===== src/hdl/ips_pkg.sv =====
`timescale 1ns / 1ps

package ips_pkg;

   localparam int PIXEL_BITS = 16;
   localparam int COUNT_BITS = 24;

   // port widths of the beats
   localparam int IN_PIX_W = 16;
   localparam int VAL_W    = 16;
   localparam int OCNT_W   = 25;
   localparam int MEAN_W   = 24;
   localparam int STD_W    = 23;

   localparam int MEAN_SHIFT = 8;
   localparam int STD_SHIFT  = 16;

   localparam int CNT_W  = COUNT_BITS + 1;
   localparam int SUM_W  = PIXEL_BITS + COUNT_BITS;
   localparam int PSQ_W  = 2 * PIXEL_BITS;
   localparam int SQ_W   = PSQ_W + COUNT_BITS;
   localparam int NUM_W  = CNT_W + SQ_W;
   localparam int DEN_W  = 2 * CNT_W;
   localparam int DIVD_W = NUM_W + STD_SHIFT;
   localparam int ROOT_W = PIXEL_BITS + MEAN_SHIFT;
   localparam int RAD_W  = 2 * ROOT_W;
   localparam int SREM_W = ROOT_W + 2;
   localparam int SQSH_W = ROOT_W + 4;

   localparam int MAX_STEPS = (SUM_W > ROOT_W) ? SUM_W : ROOT_W;
   localparam int STEP_W    = $clog2(MAX_STEPS + 1);
   localparam int DCNT_W    = $clog2(DIVD_W + 1);

   localparam int QUEUE_DEPTH = 2;
   localparam int QPTR_W      = (QUEUE_DEPTH > 1) ? $clog2(QUEUE_DEPTH) : 1;
   localparam int QCNT_W      = $clog2(QUEUE_DEPTH + 1);

   // accumulated totals of one image
   typedef struct packed {
      logic [PIXEL_BITS-1:0] min_v;
      logic [PIXEL_BITS-1:0] max_v;
      logic [CNT_W-1:0]      count;
      logic [SUM_W-1:0]      sum;
      logic [SQ_W-1:0]       sum_sq;
      logic                  overflow;
   } ips_snap_type;

   typedef struct packed {
      logic full;
      logic empty;
   } ips_queue_status_type;

   typedef enum logic [2:0] {
      BK_IDLE,
      BK_MUL_SQ,
      BK_MUL_SS,
      BK_DIV_MEAN,
      BK_DIV_VAR,
      BK_SQRT,
      BK_DONE
   } ips_back_state_type;

endpackage


===== src/hdl/ips_front.sv =====
`timescale 1ns / 1ps

module ips_front import ips_pkg::*; (
   input  logic                 clock,
   input  logic                 reset,
   input  logic                 req_valid,
   output logic                 req_ready,
   input  logic [IN_PIX_W-1:0]  req_pixel,
   input  logic                 req_last,
   input  ips_queue_status_type q_status,
   output logic                 push,
   output ips_snap_type         push_data
);

   logic                  a_valid_ff, a_valid_in;
   logic                  a_last_ff, a_last_in;
   logic [PIXEL_BITS-1:0] a_pix_ff, a_pix_in;
   logic [PSQ_W-1:0]      a_sq_ff, a_sq_in;

   logic [PIXEL_BITS-1:0] min_ff, min_in, max_ff, max_in;
   logic [CNT_W-1:0]      cnt_ff, cnt_in;
   logic [SUM_W-1:0]      sum_ff, sum_in;
   logic [SQ_W-1:0]       sq_ff, sq_in;
   logic                  ovf_ff, ovf_in;

   logic                  stall, take, go, at_limit;
   logic [PIXEL_BITS-1:0] pix;
   ips_snap_type          upd;

   assign pix       = PIXEL_BITS'(req_pixel);
   // a closing beat waits in the input stage until the queue has room
   assign stall     = a_valid_ff && a_last_ff && q_status.full;
   assign req_ready = !stall;
   assign take      = req_valid && req_ready;
   assign go        = a_valid_ff && !stall;
   assign at_limit  = cnt_ff[CNT_W-1];

   always_comb begin
      a_valid_in = a_valid_ff;
      a_last_in  = a_last_ff;
      a_pix_in   = a_pix_ff;
      a_sq_in    = a_sq_ff;
      if (!stall) begin
         a_valid_in = take;
      end
      if (take) begin
         a_last_in = req_last;
         a_pix_in  = pix;
         a_sq_in   = PSQ_W'(pix) * PSQ_W'(pix);
      end
   end

   always_comb begin
      upd.min_v    = min_ff;
      upd.max_v    = max_ff;
      upd.count    = cnt_ff;
      upd.sum      = sum_ff;
      upd.sum_sq   = sq_ff;
      upd.overflow = ovf_ff;
      if (!at_limit) begin
         if (cnt_ff == '0) begin
            upd.min_v = a_pix_ff;
            upd.max_v = a_pix_ff;
         end else begin
            if (a_pix_ff < min_ff) upd.min_v = a_pix_ff;
            if (a_pix_ff > max_ff) upd.max_v = a_pix_ff;
         end
         upd.count  = cnt_ff + CNT_W'(1);
         upd.sum    = sum_ff + SUM_W'(a_pix_ff);
         upd.sum_sq = sq_ff + SQ_W'(a_sq_ff);
      end else begin
         upd.overflow = 1'b1;
      end
   end

   always_comb begin
      min_in = min_ff;
      max_in = max_ff;
      cnt_in = cnt_ff;
      sum_in = sum_ff;
      sq_in  = sq_ff;
      ovf_in = ovf_ff;
      if (go) begin
         if (a_last_ff) begin
            min_in = '0;
            max_in = '0;
            cnt_in = '0;
            sum_in = '0;
            sq_in  = '0;
            ovf_in = 1'b0;
         end else begin
            min_in = upd.min_v;
            max_in = upd.max_v;
            cnt_in = upd.count;
            sum_in = upd.sum;
            sq_in  = upd.sum_sq;
            ovf_in = upd.overflow;
         end
      end
   end

   assign push      = go && a_last_ff;
   assign push_data = upd;

   always_ff @(posedge clock) begin
      if (reset) begin
         a_valid_ff <= 1'b0;
         a_last_ff  <= 1'b0;
         min_ff     <= '0;
         max_ff     <= '0;
         cnt_ff     <= '0;
         sum_ff     <= '0;
         sq_ff      <= '0;
         ovf_ff     <= 1'b0;
      end else begin
         a_valid_ff <= a_valid_in;
         a_last_ff  <= a_last_in;
         min_ff     <= min_in;
         max_ff     <= max_in;
         cnt_ff     <= cnt_in;
         sum_ff     <= sum_in;
         sq_ff      <= sq_in;
         ovf_ff     <= ovf_in;
      end
   end

   always_ff @(posedge clock) begin
      a_pix_ff <= a_pix_in;
      a_sq_ff  <= a_sq_in;
   end

endmodule


===== src/hdl/ips_queue.sv =====
`timescale 1ns / 1ps

module ips_queue import ips_pkg::*; (
   input  logic                 clock,
   input  logic                 reset,
   input  logic                 push,
   input  ips_snap_type         push_data,
   input  logic                 pop,
   output ips_snap_type         pop_data,
   output ips_queue_status_type status
);

   ips_snap_type      entry_ff [QUEUE_DEPTH];
   logic [QPTR_W-1:0] wr_ptr_ff, wr_ptr_in, rd_ptr_ff, rd_ptr_in;
   logic [QCNT_W-1:0] count_ff, count_in;

   always_comb begin
      wr_ptr_in = wr_ptr_ff;
      rd_ptr_in = rd_ptr_ff;
      count_in  = count_ff;
      if (push) begin
         wr_ptr_in = (wr_ptr_ff == QPTR_W'(QUEUE_DEPTH - 1)) ? '0 : wr_ptr_ff + QPTR_W'(1);
      end
      if (pop) begin
         rd_ptr_in = (rd_ptr_ff == QPTR_W'(QUEUE_DEPTH - 1)) ? '0 : rd_ptr_ff + QPTR_W'(1);
      end
      if (push && !pop) count_in = count_ff + QCNT_W'(1);
      if (pop && !push) count_in = count_ff - QCNT_W'(1);
   end

   assign status.full  = (count_ff == QCNT_W'(QUEUE_DEPTH));
   assign status.empty = (count_ff == '0);
   assign pop_data     = entry_ff[rd_ptr_ff];

   always_ff @(posedge clock) begin
      if (reset) begin
         wr_ptr_ff <= '0;
         rd_ptr_ff <= '0;
         count_ff  <= '0;
      end else begin
         wr_ptr_ff <= wr_ptr_in;
         rd_ptr_ff <= rd_ptr_in;
         count_ff  <= count_in;
      end
   end

   always_ff @(posedge clock) begin
      if (push) entry_ff[wr_ptr_ff] <= push_data;
   end

endmodule


===== src/hdl/ips_div.sv =====
`timescale 1ns / 1ps

// Restoring divider, one quotient bit per cycle over the whole dividend.
module ips_div import ips_pkg::*; (
   input  logic              clock,
   input  logic              reset,
   input  logic              start,
   input  logic [DIVD_W-1:0] dividend,
   input  logic [DEN_W-1:0]  divisor,
   output logic              done,
   output logic [RAD_W-1:0]  quotient
);

   logic              busy_ff, busy_in, done_ff, done_in;
   logic [DCNT_W-1:0] cnt_ff, cnt_in;
   logic [DIVD_W-1:0] dvd_ff, dvd_in;
   logic [DEN_W-1:0]  dvs_ff, dvs_in, rem_ff, rem_in;
   logic [RAD_W-1:0]  quo_ff, quo_in;
   logic [DEN_W:0]    trial, diff;
   logic              fits;

   assign trial = {rem_ff, dvd_ff[DIVD_W-1]};
   assign diff  = trial - {1'b0, dvs_ff};
   assign fits  = (trial >= {1'b0, dvs_ff});

   always_comb begin
      busy_in = busy_ff;
      done_in = 1'b0;
      cnt_in  = cnt_ff;
      dvd_in  = dvd_ff;
      dvs_in  = dvs_ff;
      rem_in  = rem_ff;
      quo_in  = quo_ff;
      if (busy_ff) begin
         rem_in = fits ? diff[DEN_W-1:0] : trial[DEN_W-1:0];
         quo_in = {quo_ff[RAD_W-2:0], fits};
         dvd_in = dvd_ff << 1;
         cnt_in = cnt_ff - DCNT_W'(1);
         if (cnt_ff == DCNT_W'(1)) begin
            busy_in = 1'b0;
            done_in = 1'b1;
         end
      end else if (start) begin
         busy_in = 1'b1;
         cnt_in  = DCNT_W'(DIVD_W);
         dvd_in  = dividend;
         dvs_in  = divisor;
         rem_in  = '0;
         quo_in  = '0;
      end
   end

   assign done     = done_ff;
   assign quotient = quo_ff;

   always_ff @(posedge clock) begin
      if (reset) begin
         busy_ff <= 1'b0;
         done_ff <= 1'b0;
         cnt_ff  <= '0;
      end else begin
         busy_ff <= busy_in;
         done_ff <= done_in;
         cnt_ff  <= cnt_in;
      end
   end

   always_ff @(posedge clock) begin
      dvd_ff <= dvd_in;
      dvs_ff <= dvs_in;
      rem_ff <= rem_in;
      quo_ff <= quo_in;
   end

endmodule


===== src/hdl/ips_back.sv =====
`timescale 1ns / 1ps

module ips_back import ips_pkg::*; (
   input  logic                 clock,
   input  logic                 reset,
   input  ips_queue_status_type q_status,
   input  ips_snap_type         pop_data,
   output logic                 pop,
   output logic                 div_start,
   output logic [DIVD_W-1:0]    div_dividend,
   output logic [DEN_W-1:0]     div_divisor,
   input  logic                 div_done,
   input  logic [RAD_W-1:0]     div_quotient,
   output logic                 rsp_valid,
   input  logic                 rsp_ready,
   output logic [VAL_W-1:0]     rsp_min_value,
   output logic [VAL_W-1:0]     rsp_max_value,
   output logic [OCNT_W-1:0]    rsp_pixel_count,
   output logic [MEAN_W-1:0]    rsp_mean_q8,
   output logic [STD_W-1:0]     rsp_std_q8,
   output logic                 rsp_count_overflow
);

   ips_back_state_type state_ff, state_in;

   logic [PIXEL_BITS-1:0] s_min_ff, s_min_in, s_max_ff, s_max_in;
   logic [CNT_W-1:0]      s_cnt_ff, s_cnt_in;
   logic [SUM_W-1:0]      s_sum_ff, s_sum_in;
   logic                  s_ovf_ff, s_ovf_in;
   logic [DEN_W-1:0]      den_ff, den_in;
   logic [NUM_W-1:0]      acc_ff, acc_in, mcand_ff, mcand_in;
   logic [SUM_W-1:0]      mplier_ff, mplier_in;
   logic [STEP_W-1:0]     step_ff, step_in;
   logic [MEAN_W-1:0]     mean_ff, mean_in;
   logic [RAD_W-1:0]      rad_ff, rad_in;
   logic [SREM_W-1:0]     srem_ff, srem_in;
   logic [ROOT_W-1:0]     root_ff, root_in;

   logic                  rv_ff, rv_in;
   logic [VAL_W-1:0]      r_min_ff, r_min_in, r_max_ff, r_max_in;
   logic [OCNT_W-1:0]     r_cnt_ff, r_cnt_in;
   logic [MEAN_W-1:0]     r_mean_ff, r_mean_in;
   logic [STD_W-1:0]      r_std_ff, r_std_in;
   logic                  r_ovf_ff, r_ovf_in;

   logic [SQSH_W-1:0]     sq_sh, sq_trial;

   // two radicand bits come in per root bit
   assign sq_sh    = {srem_ff, rad_ff[RAD_W-1 -: 2]};
   assign sq_trial = SQSH_W'({root_ff, 2'b01});

   always_comb begin
      state_in  = state_ff;
      s_min_in  = s_min_ff;
      s_max_in  = s_max_ff;
      s_cnt_in  = s_cnt_ff;
      s_sum_in  = s_sum_ff;
      s_ovf_in  = s_ovf_ff;
      den_in    = den_ff;
      acc_in    = acc_ff;
      mcand_in  = mcand_ff;
      mplier_in = mplier_ff;
      step_in   = step_ff;
      mean_in   = mean_ff;
      rad_in    = rad_ff;
      srem_in   = srem_ff;
      root_in   = root_ff;
      rv_in     = rv_ff && !rsp_ready;
      r_min_in  = r_min_ff;
      r_max_in  = r_max_ff;
      r_cnt_in  = r_cnt_ff;
      r_mean_in = r_mean_ff;
      r_std_in  = r_std_ff;
      r_ovf_in  = r_ovf_ff;
      pop          = 1'b0;
      div_start    = 1'b0;
      div_dividend = DIVD_W'(acc_ff) << STD_SHIFT;
      div_divisor  = den_ff;

      unique case (state_ff)
         BK_IDLE: begin
            if (!q_status.empty) begin
               pop       = 1'b1;
               s_min_in  = pop_data.min_v;
               s_max_in  = pop_data.max_v;
               s_cnt_in  = pop_data.count;
               s_sum_in  = pop_data.sum;
               s_ovf_in  = pop_data.overflow;
               den_in    = DEN_W'(pop_data.count) * DEN_W'(pop_data.count);
               acc_in    = '0;
               mcand_in  = NUM_W'(pop_data.sum_sq);
               mplier_in = SUM_W'(pop_data.count);
               step_in   = STEP_W'(CNT_W);
               state_in  = BK_MUL_SQ;
            end
         end
         // acc = n * sum2, shift-and-add over the bits of n
         BK_MUL_SQ: begin
            if (mplier_ff[0]) acc_in = acc_ff + mcand_ff;
            mcand_in  = mcand_ff << 1;
            mplier_in = mplier_ff >> 1;
            step_in   = step_ff - STEP_W'(1);
            if (step_ff == STEP_W'(1)) begin
               mcand_in  = NUM_W'(s_sum_ff);
               mplier_in = s_sum_ff;
               step_in   = STEP_W'(SUM_W);
               state_in  = BK_MUL_SS;
            end
         end
         // acc -= sum * sum; never drops below zero on the way
         BK_MUL_SS: begin
            if (mplier_ff[0]) acc_in = acc_ff - mcand_ff;
            mcand_in  = mcand_ff << 1;
            mplier_in = mplier_ff >> 1;
            step_in   = step_ff - STEP_W'(1);
            if (step_ff == STEP_W'(1)) begin
               div_start    = 1'b1;
               div_dividend = DIVD_W'(s_sum_ff) << MEAN_SHIFT;
               div_divisor  = DEN_W'(s_cnt_ff);
               state_in     = BK_DIV_MEAN;
            end
         end
         BK_DIV_MEAN: begin
            if (div_done) begin
               mean_in   = MEAN_W'(div_quotient);
               div_start = 1'b1;
               state_in  = BK_DIV_VAR;
            end
         end
         BK_DIV_VAR: begin
            if (div_done) begin
               rad_in   = div_quotient;
               srem_in  = '0;
               root_in  = '0;
               step_in  = STEP_W'(ROOT_W);
               state_in = BK_SQRT;
            end
         end
         BK_SQRT: begin
            if (sq_sh >= sq_trial) begin
               srem_in = SREM_W'(sq_sh - sq_trial);
               root_in = {root_ff[ROOT_W-2:0], 1'b1};
            end else begin
               srem_in = SREM_W'(sq_sh);
               root_in = {root_ff[ROOT_W-2:0], 1'b0};
            end
            rad_in  = rad_ff << 2;
            step_in = step_ff - STEP_W'(1);
            if (step_ff == STEP_W'(1)) state_in = BK_DONE;
         end
         BK_DONE: begin
            if (!rv_ff || rsp_ready) begin
               rv_in     = 1'b1;
               r_min_in  = VAL_W'(s_min_ff);
               r_max_in  = VAL_W'(s_max_ff);
               r_cnt_in  = OCNT_W'(s_cnt_ff);
               r_mean_in = mean_ff;
               r_std_in  = STD_W'(root_ff);
               r_ovf_in  = s_ovf_ff;
               state_in  = BK_IDLE;
            end
         end
         default: state_in = BK_IDLE;
      endcase
   end

   assign rsp_valid          = rv_ff;
   assign rsp_min_value      = r_min_ff;
   assign rsp_max_value      = r_max_ff;
   assign rsp_pixel_count    = r_cnt_ff;
   assign rsp_mean_q8        = r_mean_ff;
   assign rsp_std_q8         = r_std_ff;
   assign rsp_count_overflow = r_ovf_ff;

   always_ff @(posedge clock) begin
      if (reset) begin
         state_ff <= BK_IDLE;
         step_ff  <= '0;
         rv_ff    <= 1'b0;
      end else begin
         state_ff <= state_in;
         step_ff  <= step_in;
         rv_ff    <= rv_in;
      end
   end

   always_ff @(posedge clock) begin
      s_min_ff  <= s_min_in;
      s_max_ff  <= s_max_in;
      s_cnt_ff  <= s_cnt_in;
      s_sum_ff  <= s_sum_in;
      s_ovf_ff  <= s_ovf_in;
      den_ff    <= den_in;
      acc_ff    <= acc_in;
      mcand_ff  <= mcand_in;
      mplier_ff <= mplier_in;
      mean_ff   <= mean_in;
      rad_ff    <= rad_in;
      srem_ff   <= srem_in;
      root_ff   <= root_in;
      r_min_ff  <= r_min_in;
      r_max_ff  <= r_max_in;
      r_cnt_ff  <= r_cnt_in;
      r_mean_ff <= r_mean_in;
      r_std_ff  <= r_std_in;
      r_ovf_ff  <= r_ovf_in;
   end

endmodule


===== src/hdl/image_pixel_statistics.sv =====
`timescale 1ns / 1ps

// Pixel statistics over one image: min, max, count, mean and population
// standard deviation, the last two unsigned with 8 fraction bits.
// req_ channel: one pixel per beat, req_last on the final pixel of an image.
// Pixels are taken one per cycle; the front end squares and accumulates them.
// rsp_ channel: one beat per image, issued after the beat marked last.
// The front end hands the image totals to a two-deep queue; the back end then
// works them out serially: n*sum2 and sum*sum by shift-and-add, two passes of
// a restoring divider (mean, then variance) and a bit-serial square root. The
// back end pops no new image before the last is done; the divider takes most.
// While both queue entries are taken, a last pixel waits in the input stage
// and req_ready drops.
// A stalled rsp_ holds its beat in the output register while the back end
// goes on with the next image.
// Pixels beyond 2^24 in one image are dropped and flagged in the result.
// Reset (synchronous) clears the totals, empties the queue and drops rsp_valid.
module image_pixel_statistics import ips_pkg::*; (
   input  logic                clock,
   input  logic                reset,
   input  logic                req_valid,
   output logic                req_ready,
   input  logic [IN_PIX_W-1:0] req_pixel,
   input  logic                req_last,
   output logic                rsp_valid,
   input  logic                rsp_ready,
   output logic [VAL_W-1:0]    rsp_min_value,
   output logic [VAL_W-1:0]    rsp_max_value,
   output logic [OCNT_W-1:0]   rsp_pixel_count,
   output logic [MEAN_W-1:0]   rsp_mean_q8,
   output logic [STD_W-1:0]    rsp_std_q8,
   output logic                rsp_count_overflow
);

   ips_queue_status_type q_status;
   ips_snap_type         push_data, pop_data;
   logic                 push, pop;
   logic                 div_start, div_done;
   logic [DIVD_W-1:0]    div_dividend;
   logic [DEN_W-1:0]     div_divisor;
   logic [RAD_W-1:0]     div_quotient;

   ips_front u_front (
      .clock     (clock),
      .reset     (reset),
      .req_valid (req_valid),
      .req_ready (req_ready),
      .req_pixel (req_pixel),
      .req_last  (req_last),
      .q_status  (q_status),
      .push      (push),
      .push_data (push_data)
   );

   ips_queue u_queue (
      .clock     (clock),
      .reset     (reset),
      .push      (push),
      .push_data (push_data),
      .pop       (pop),
      .pop_data  (pop_data),
      .status    (q_status)
   );

   ips_div u_div (
      .clock    (clock),
      .reset    (reset),
      .start    (div_start),
      .dividend (div_dividend),
      .divisor  (div_divisor),
      .done     (div_done),
      .quotient (div_quotient)
   );

   ips_back u_back (
      .clock              (clock),
      .reset              (reset),
      .q_status           (q_status),
      .pop_data           (pop_data),
      .pop                (pop),
      .div_start          (div_start),
      .div_dividend       (div_dividend),
      .div_divisor        (div_divisor),
      .div_done           (div_done),
      .div_quotient       (div_quotient),
      .rsp_valid          (rsp_valid),
      .rsp_ready          (rsp_ready),
      .rsp_min_value      (rsp_min_value),
      .rsp_max_value      (rsp_max_value),
      .rsp_pixel_count    (rsp_pixel_count),
      .rsp_mean_q8        (rsp_mean_q8),
      .rsp_std_q8         (rsp_std_q8),
      .rsp_count_overflow (rsp_count_overflow)
   );

endmodule


===== config.mk =====
export PLATFORM = sky130hd
export DESIGN_NAME = image_pixel_statistics
export DESIGN_NICKNAME = d
export VERILOG_FILES = /design/src/hdl/ips_pkg.sv /design/src/hdl/ips_front.sv /design/src/hdl/ips_queue.sv /design/src/hdl/ips_div.sv /design/src/hdl/ips_back.sv /design/src/hdl/image_pixel_statistics.sv
export SDC_FILE = /design/constraint.sdc
export NUM_CORES = 2
export LEC_CHECK = 0
export BUFFER_PORTS_ARGS = -buffer_cell sky130_fd_sc_hd__buf_2
export CAP_MARGIN = 20
export CORE_ASPECT_RATIO = 1.4
export CORE_MARGIN = 2
export CORE_UTILIZATION = 50
export DETAILED_ROUTE_END_ITERATION = 7
export PLACE_DENSITY_LB_ADDON = 0.25
export SYNTH_ARGS = -nofsm -noshare
export SYNTH_HDL_FRONTEND = slang
export SYNTH_HIERARCHICAL = 1
export SYNTH_SLANG_ARGS = --single-unit

===== constraint.sdc =====
create_clock -name clock -period 40.6 [get_ports clock]
set_input_delay 4.06 -clock clock [delete_from_list [all_inputs] [get_ports clock]]
set_output_delay 4.06 -clock clock [all_outputs]
set_load 0.05 [all_outputs]

Word level (Yosys, flattened, before mapping)
Memory sizes are Yosys's and may differ from the RTL's. A register that Yosys moved wholly into a read port is not among the register bits.
Index checks and enable logic that the tools add are counted.
{ "word_totals": {"word_cells": 189, "ram_bits": 308, "inputBits": 21, "latch_bits": 0, "memories": 1, "mem_bits_ro": 0, "ff_bits": 1049, "out_inout_bits": 107} }
{ "memory_table": {"columns": ["name", "words", "word_bits", "read_ports", "rd_clocked_by_memory_dff", "wr", "line_no", "text"], "rows": [
  ["u_queue.entry_ff", 2, 154, 1, 1, 1, "ips_queue.sv:13", "ips_snap_type entry_ff [QUEUE_DEPTH];"]
]} }
{ "classes": {"order_cmp": 4, "n_addsub": 13, "shift": 0, "n_reduce_logical": 33, "n_eq_ne": 18, "bitwise": 2, "n_mul": 2, "muxes": 73, "div": 0} }
{ "op_table": {"columns": ["cell", "count"], "rows": [
  ["$pmux W81 S3", 2],
  ["$mux W81", 5],
  ["$mux W97", 4],
  ["$mux W50", 5],
  ["$mux W153", 1],
  ["$mux W48", 3],
  ["$mux W40", 3],
  ["$pmux W40 S3", 1],
  ["$pmux W48 S2", 1],
  ["$add A81 B81 Y81", 1],
  ["$sub A81 B81 Y81", 1],
  ["$mux W16", 4],
  ["$add A56 B32 Y56", 1],
  ["$mux W56", 1],
  ["$mux W26", 2],
  ["$pmux W26 S2", 1],
  ["$ge A51 B50 Y1", 1],
  ["$mul A25 B25 Y50", 1],
  ["$sub A50 B50 Y50", 1],
  ["$pmux W24 S2", 1],
  ["$add A40 B16 Y40", 1],
  ["$mul A16 B16 Y32", 1],
  ["$mux W32", 1],
  ["$ge A28 B26 Y1", 1],
  ["other kinds (42)", 101]
]} }

Depth between registers and ports, before layout
{ "depth": {"word_depth": 8, "mapped_depth": 32, "mapped_depth_nobuf": 28} }

Cells and area by module
The synthesis kept the hierarchy.
{ "by_module_without_submodules": {"columns": ["module", "instances", "area_each_um2", "seq_area_each_um2", "cells_each"], "rows": [
  ["ips_back", 1, 48231.3, 17466.8, 4720],
  ["ips_front", 1, 19912.8, 4504.3, 2328],
  ["ips_div", 1, 13045.0, 7527.2, 1066],
  ["ips_queue", 1, 11542.3, 9349.0, 501]
]} }

Worst setup path before layout
OpenSTA, ideal clock, no wires.
{ "synth_timing": {"path_kind": "flip-flop to flip-flop", "start": "register u_back.state_ff[2]", "end": "register u_queue.count_ff[1]", "stages_incl_launch_ff": 8, "synth_period_minus_slack_ns": 17.232, "arrival_time_ns": 17.163, "required_time_ns": 40.530, "path_buffers": 3, "path_slack_ns": 23.368, "setup_time_ns": 0.070, "path_cell_list": "dfxtp_1 > buf_6 > buf_6 > clkbuf_1 > nor4_1 > ha_1 > or3_1 > a21oi_1"} }
{ "synth_between": {"elab_chain_cells": 5, "word_cells_on_any_way": 7, "classes_between": "2 x mux; 5 x reduce/logical"} }
{ "synth_rtl": {"columns": ["item", "line_no", "text"], "rows": [
  ["start: declaration", "ips_back.sv:24", "ips_back_state_type state_ff, state_in;"],
  ["start signal: assignment", "ips_back.sv:181", "state_ff <= state_in;"],
  ["$logic_not A3 Y1 (*)", "ips_back.sv:80", "unique case (state_ff)"],
  ["$mux W1 (*)", "ips_back.sv:80", null],
  ["via pop", "image_pixel_statistics.sv:37", "logic push, pop;"],
  ["$logic_not A1 Y1", "ips_queue.sv:27", "if (push && !pop) count_in = count_ff + QCNT_W'(1);"],
  ["$logic_and A1 B1 Y1", "ips_queue.sv:27", null],
  ["$reduce_bool A2 Y1 (no line)", null, null],
  ["end signal: assignment", "ips_queue.sv:43", "count_ff <= count_in;"],
  ["end: declaration", "ips_queue.sv:15", "logic [QCNT_W-1:0] count_ff, count_in;"]
]} }
The timed path passes the listed nets; every way through them passes the cells marked *.
A chain may end at the register's enable or synchronous reset.

Worst setup path after layout
{ "layout_timing": {"start": "input port req_pixel[3]", "end": "register u_front.a_sq_ff[28] (data pin)"} }
{ "layout_between": {"elab_chain_cells": 1} }
{ "layout_rtl": {"columns": ["item", "line_no", "text"], "rows": [
  ["start: declaration", "image_pixel_statistics.sv:23", "input logic [IN_PIX_W-1:0] req_pixel,"],
  ["$mul A16 B16 Y32", "ips_front.sv:49", "a_sq_in = PSQ_W'(pix) * PSQ_W'(pix);"],
  ["end signal: assignment", "ips_front.sv:129", "a_sq_ff <= a_sq_in;"],
  ["end: declaration", "ips_front.sv:18", "logic [PSQ_W-1:0] a_sq_ff, a_sq_in;"]
]} }
No other way between the ends.

==> results.md <==
Outcome:
- The flow ran to the end, and the final reports show no timing, DRC or antenna violations.

Clocking:
- The number of buffers added by the clock tree synthesis step is ~140.
- The root buffer selected by CTS is sky130_fd_sc_hd__clkbuf_16.
- The longest clock path from root to sink contains 3 buffers.
- The CTS H-tree depth is 4.
- The clock reaches the later pin of the worst-skew pair after 0.82 ns.
- The number of hold buffers added after CTS was 0.
- TritonCTS built the clock tree.
- The clock sink total is between 1000 and 1500.
- The number of cells upsized or downsized after cts is 0.
- The clock transition at the registers of the reported paths is ~0.060 ns.
- The number of setup buffers added after CTS is 0.

Setup path:
- On the critical path the largest part of the delay comes from adder cells.
- Of all nets on the critical path, the largest fanout is 13.
- The worst setup path is of the primary input to flop kind.
- At the worst endpoint, the required time is a little over 40 ns.
- Data arrives at the worst endpoint at 10.60 ns.
- In this design, the stage delay of the slowest critical-path cell is approximately 0.9 ns.
- The endpoint type of the worst setup path is a flop.
- The dominant cell type by count on the critical path is sky130_fd_sc_hd__inv_1.
- Counting both buffers and inverters, the worst setup path holds a total of 8.
- The worst setup path is launched from a primary input.
- The signal on the critical path passes through buf_2, inv_1, nor2_1, fa_1, inv_1, fa_1, inv_1, fa_1, inv_1, fa_1, inv_1, fa_1, inv_1, fa_1, inv_1, ha_1, nand2_1, o21ai_0, a22oi_1, o311ai_0, a21oi_1, o31ai_1, a21oi_1, xnor2_1.
- The largest individual stage delay along the critical path comes from the cell sky130_fd_sc_hd__o311ai_0.

Synthesis:
- The count of synthesis-stage warnings from yosys is 6.
- Ranked by total cell area, the synthesized netlist is headed by sky130_fd_sc_hd__edfxtp_1, sky130_fd_sc_hd__fa_1, sky130_fd_sc_hd__ha_1, sky130_fd_sc_hd__inv_1, sky130_fd_sc_hd__dfxtp_1.
- The cell with the most instances after synthesis is sky130_fd_sc_hd__edfxtp_1.
- The number of synthesized flops with an enable pin is roughly 1200.
- The post-synthesis cell type count is about 110.
- The netlist area before placement is slightly above 90000 µm².
- The top flip-flop cell by instance count after synthesis is sky130_fd_sc_hd__edfxtp_1.
- Sorting the synthesized cells by how often they occur yields sky130_fd_sc_hd__edfxtp_1, sky130_fd_sc_hd__inv_1, sky130_fd_sc_hd__nand2_1, sky130_fd_sc_hd__fa_1, sky130_fd_sc_hd__ha_1.
- A synthesized cell averages around 11 µm².
- The share of the Yosys chip area taken by registers is about two fifths.
- The synthesized flop and latch total is 1354.
- The share of flip-flops with an asynchronous set or reset is 0%.
- In this run the biggest area consumer among cell types represents 38.0% of the synthesized area.
- sky130_fd_sc_hd__edfxtp_1 takes more of the synthesized area than any other cell.
- The number of instances in the synthesized netlist is approximately 8600.

Detailed routing:
- The number of remaining DRC errors is 0.
- The detailed-route via count is around 62000.
- In the final routed layout, each cell accounts on average for between 15 and 20 µm.
- The detail route stage leaves a number of antenna-violating nets equal to 0.
- The number of optimization iterations in the first detailed-route pass is 7.
- After detailed routing, the total wire length is ~220000 µm.
- The number of DRC markers in iteration 0 is a little under 4000.
- The detailed-route vias per instance is 5.60.

Floorplan:
- Pin placement for this block handled 128 I/O pins.
- The die covers between 150000 and 200000 µm².
- The starting density of the core is between 50% and 60%.
- The region available for standard cell placement spans around 180000 µm².
- The number of placement rows is 187.
- Measured along the y axis, the die boundary spans between 500 and 600 µm.
- The die span in x is between 300 and 400 µm.

Global route:
- The number of global-route vias before repair is 64800.
- The first-pass GRT wire length is between 300000 and 400000 µm.
- The global route total overflow is 0.
- Entering global routing, the biggest net connects roughly 130 pins.
- The number of antenna violations at the first check in global routing is 5.
- Across every metal layer, demand over resource in global routing totals ~23%.

STA:
- The highest clock rate is between 0.09 and 0.1 GHz.
- The number of pins exceeding their max-slew limit in the final report is 0.
- Setup repair after global routing left no endpoint under its margin.
- Of the available clock period, the critical path in the final layout requires 24.7%.
- The total setup violations reported at the end of the flow is 0.
- The measured slew at the worst slew-check pin is 1.07 ns.
- Headroom to the max-slew limit came out at 26.5%.
- Setup slack on the critical path of the routed design comes to between 30 and 40 ns.
- The hold violation total from the final report came to 0.
- The accumulated negative setup slack is 0 ns.
- On the final layout, the worst clock skew is around 0.03 ns.
- The smallest clock period supported by the final layout is computed as roughly 10 ns.

Layout:
- The finished layout cell area is about 100000 µm².
- The count of placed standard cells in the final layout, fillers left out is 11100.
- The fraction of layout cells with a size suffix above 1 is between 8 and 9%.
- The final layout contains 9751 nets.
- Compared with the post-synthesis result, the final layout area differs by 7.84%.

Placement:
- The number of placed instances, taps included is ~11000.
- At the end of routability-driven placement, the weighted congestion stood at roughly 0.9.
- OpenSTA, run right after detailed placement, puts the worst setup slack at 29.72 ns.
- The count of buffers added on input and output ports is between 100 and 150.
- The instance area at placement is between 90000 and 100000 µm².
- The wire-length estimate of the detail-placed layout is between 150000 and 200000 µm.

Min path:
- The path class of the tightest hold or removal check is flop to flop.

Flow run:
- The number of maximum-capacitance violations is 0.
per-stage QoR:
step           hold WS [ns]  util (%)
6_report              0.414      54.1
3_5_place_dp          0.405      51.6
3_3_place_gp          0.402      51.6
4_1_cts               0.415      54.1
2_1_floorplan         0.400         -
5_1_grt               0.423      54.1
cell families (layout without fill, tap and decap cells):
logic type	count (synthesis)	count (layout)	share of synthesized area (%)
AO/OA/AOI/OAI	1538	1538	11.3
multiplexers	253	253	3.24
buffers and inverters	1511	1554	6.37
XOR/XNOR	411	411	3.88
flip-flops	1354	1354	41.9
other	1	11	0.00404
AND/OR/NAND/NOR	2373	2373	12.3
adder cells (fa/ha/maj)	1174	1174	21.0
registers in the layout (all words and copies together) (netlist names), 26 cells and up, named ones only:
register / cells
u_back/den_ff: 48
u_back/mcand_ff: 81
u_div/dvd_ff: 97
u_div/quotient: 48
u_back/rad_ff: 48
u_front/sq_ff: 56
u_div/dvs_ff: 50
u_queue/entry_ff: 308
u_back/srem_ff: 26
u_back/s_sum_ff: 40
u_back/acc_ff: 81
u_div/rem_ff: 50
u_front/sum_ff: 40
u_front/a_sq_ff: 30
u_back/mplier_ff: 40
cell usage in the layout, fill, tap and decap left out, types with 164 or more instances in the layout:
cell type,Yosys,routed
sky130_fd_sc_hd__a22o_1,164,164
sky130_fd_sc_hd__xnor2_1,246,246
sky130_fd_sc_hd__xor2_1,165,165
sky130_fd_sc_hd__inv_1,1117,1116
sky130_fd_sc_hd__and2_1,384,381
sky130_fd_sc_hd__ha_1,533,533
sky130_fd_sc_hd__nand2_1,904,901
sky130_fd_sc_hd__dfxtp_1,181,178
sky130_fd_sc_hd__a21oi_1,382,381
sky130_fd_sc_hd__a21o_1,170,169
sky130_fd_sc_hd__edfxtp_1,1173,1173
sky130_fd_sc_hd__nor2_1,496,488
sky130_fd_sc_hd__o21ai_0,281,280
sky130_fd_sc_hd__fa_1,641,641
layer usage:
| layer | wire length [µm] | GRT usage [%] | part of all wire (%) | vias to the layer above |
|---|---|---|---|---|
| met5 | 16 | 0 | 0.0074 | - |
| met4 | 7260 | 8.08 | 3.3 | 2 |
| met3 | 7870 | 2.76 | 3.6 | 432 |
| met2 | 115000 | 42.6 | 53 | 1395 |
| met1 | 86600 | 26.9 | 40 | 31000 |
| li1 | - | - | - | 29500 |
layout make-up:
type                    count  area (µm²)
clock inverters            76         965
inverters                1119        4210
flip-flops and latches   1354       38900
multi-input cells        5757       48100
fillers                 16200       84800
well taps                2457        3070
repair buffers            187        1140
clock buffers             172        3620
diodes                      3        7.51
final timing paths:
| check | startpoint | end | slack [ns] | cells after the start |
|---|---|---|---|---|
| max | req_pixel[3] | u_front/a_sq_ff[28] | 30.56 | 24 |
| min | u_back/s_min_ff[14] | u_back/rsp_min_value[14] | 0.41 | 0 |
| max reg2reg | flop | u_back/den_ff[49] | 30.78 | 27 |
| min reg2reg | u_back/s_min_ff[14] | u_back/rsp_min_value[14] | 0.41 | 0 |
worst register-to-register path, stage by stage (launching register included):
cell                      delay (ns)
sky130_fd_sc_hd__dfxtp_4        0.78
sky130_fd_sc_hd__buf_4          0.84
sky130_fd_sc_hd__mux2_4         0.63
sky130_fd_sc_hd__inv_1          0.35
sky130_fd_sc_hd__nor2_1         0.28
sky130_fd_sc_hd__inv_1          0.10
sky130_fd_sc_hd__fa_1           0.54
sky130_fd_sc_hd__inv_1          0.05
sky130_fd_sc_hd__ha_1           0.27
sky130_fd_sc_hd__inv_1          0.05
sky130_fd_sc_hd__fa_1           0.53
sky130_fd_sc_hd__inv_1          0.05
sky130_fd_sc_hd__fa_1           0.51
sky130_fd_sc_hd__fa_1           0.52
sky130_fd_sc_hd__fa_1           0.54
sky130_fd_sc_hd__inv_1          0.05
sky130_fd_sc_hd__fa_1           0.53
sky130_fd_sc_hd__inv_1          0.04
sky130_fd_sc_hd__ha_1           0.39
sky130_fd_sc_hd__nand3_1        0.15
sky130_fd_sc_hd__nor2_1         0.16
sky130_fd_sc_hd__nor4b_1        0.52
sky130_fd_sc_hd__o31ai_1        0.32
sky130_fd_sc_hd__or4_1          0.47
sky130_fd_sc_hd__nand2_1        0.25
sky130_fd_sc_hd__a31oi_1        0.22
sky130_fd_sc_hd__o31ai_1        0.32
sky130_fd_sc_hd__xnor2_1        0.09
Power is not shown: default switching activity piles up to over one toggle a cycle in this logic, so the estimate is an artifact.
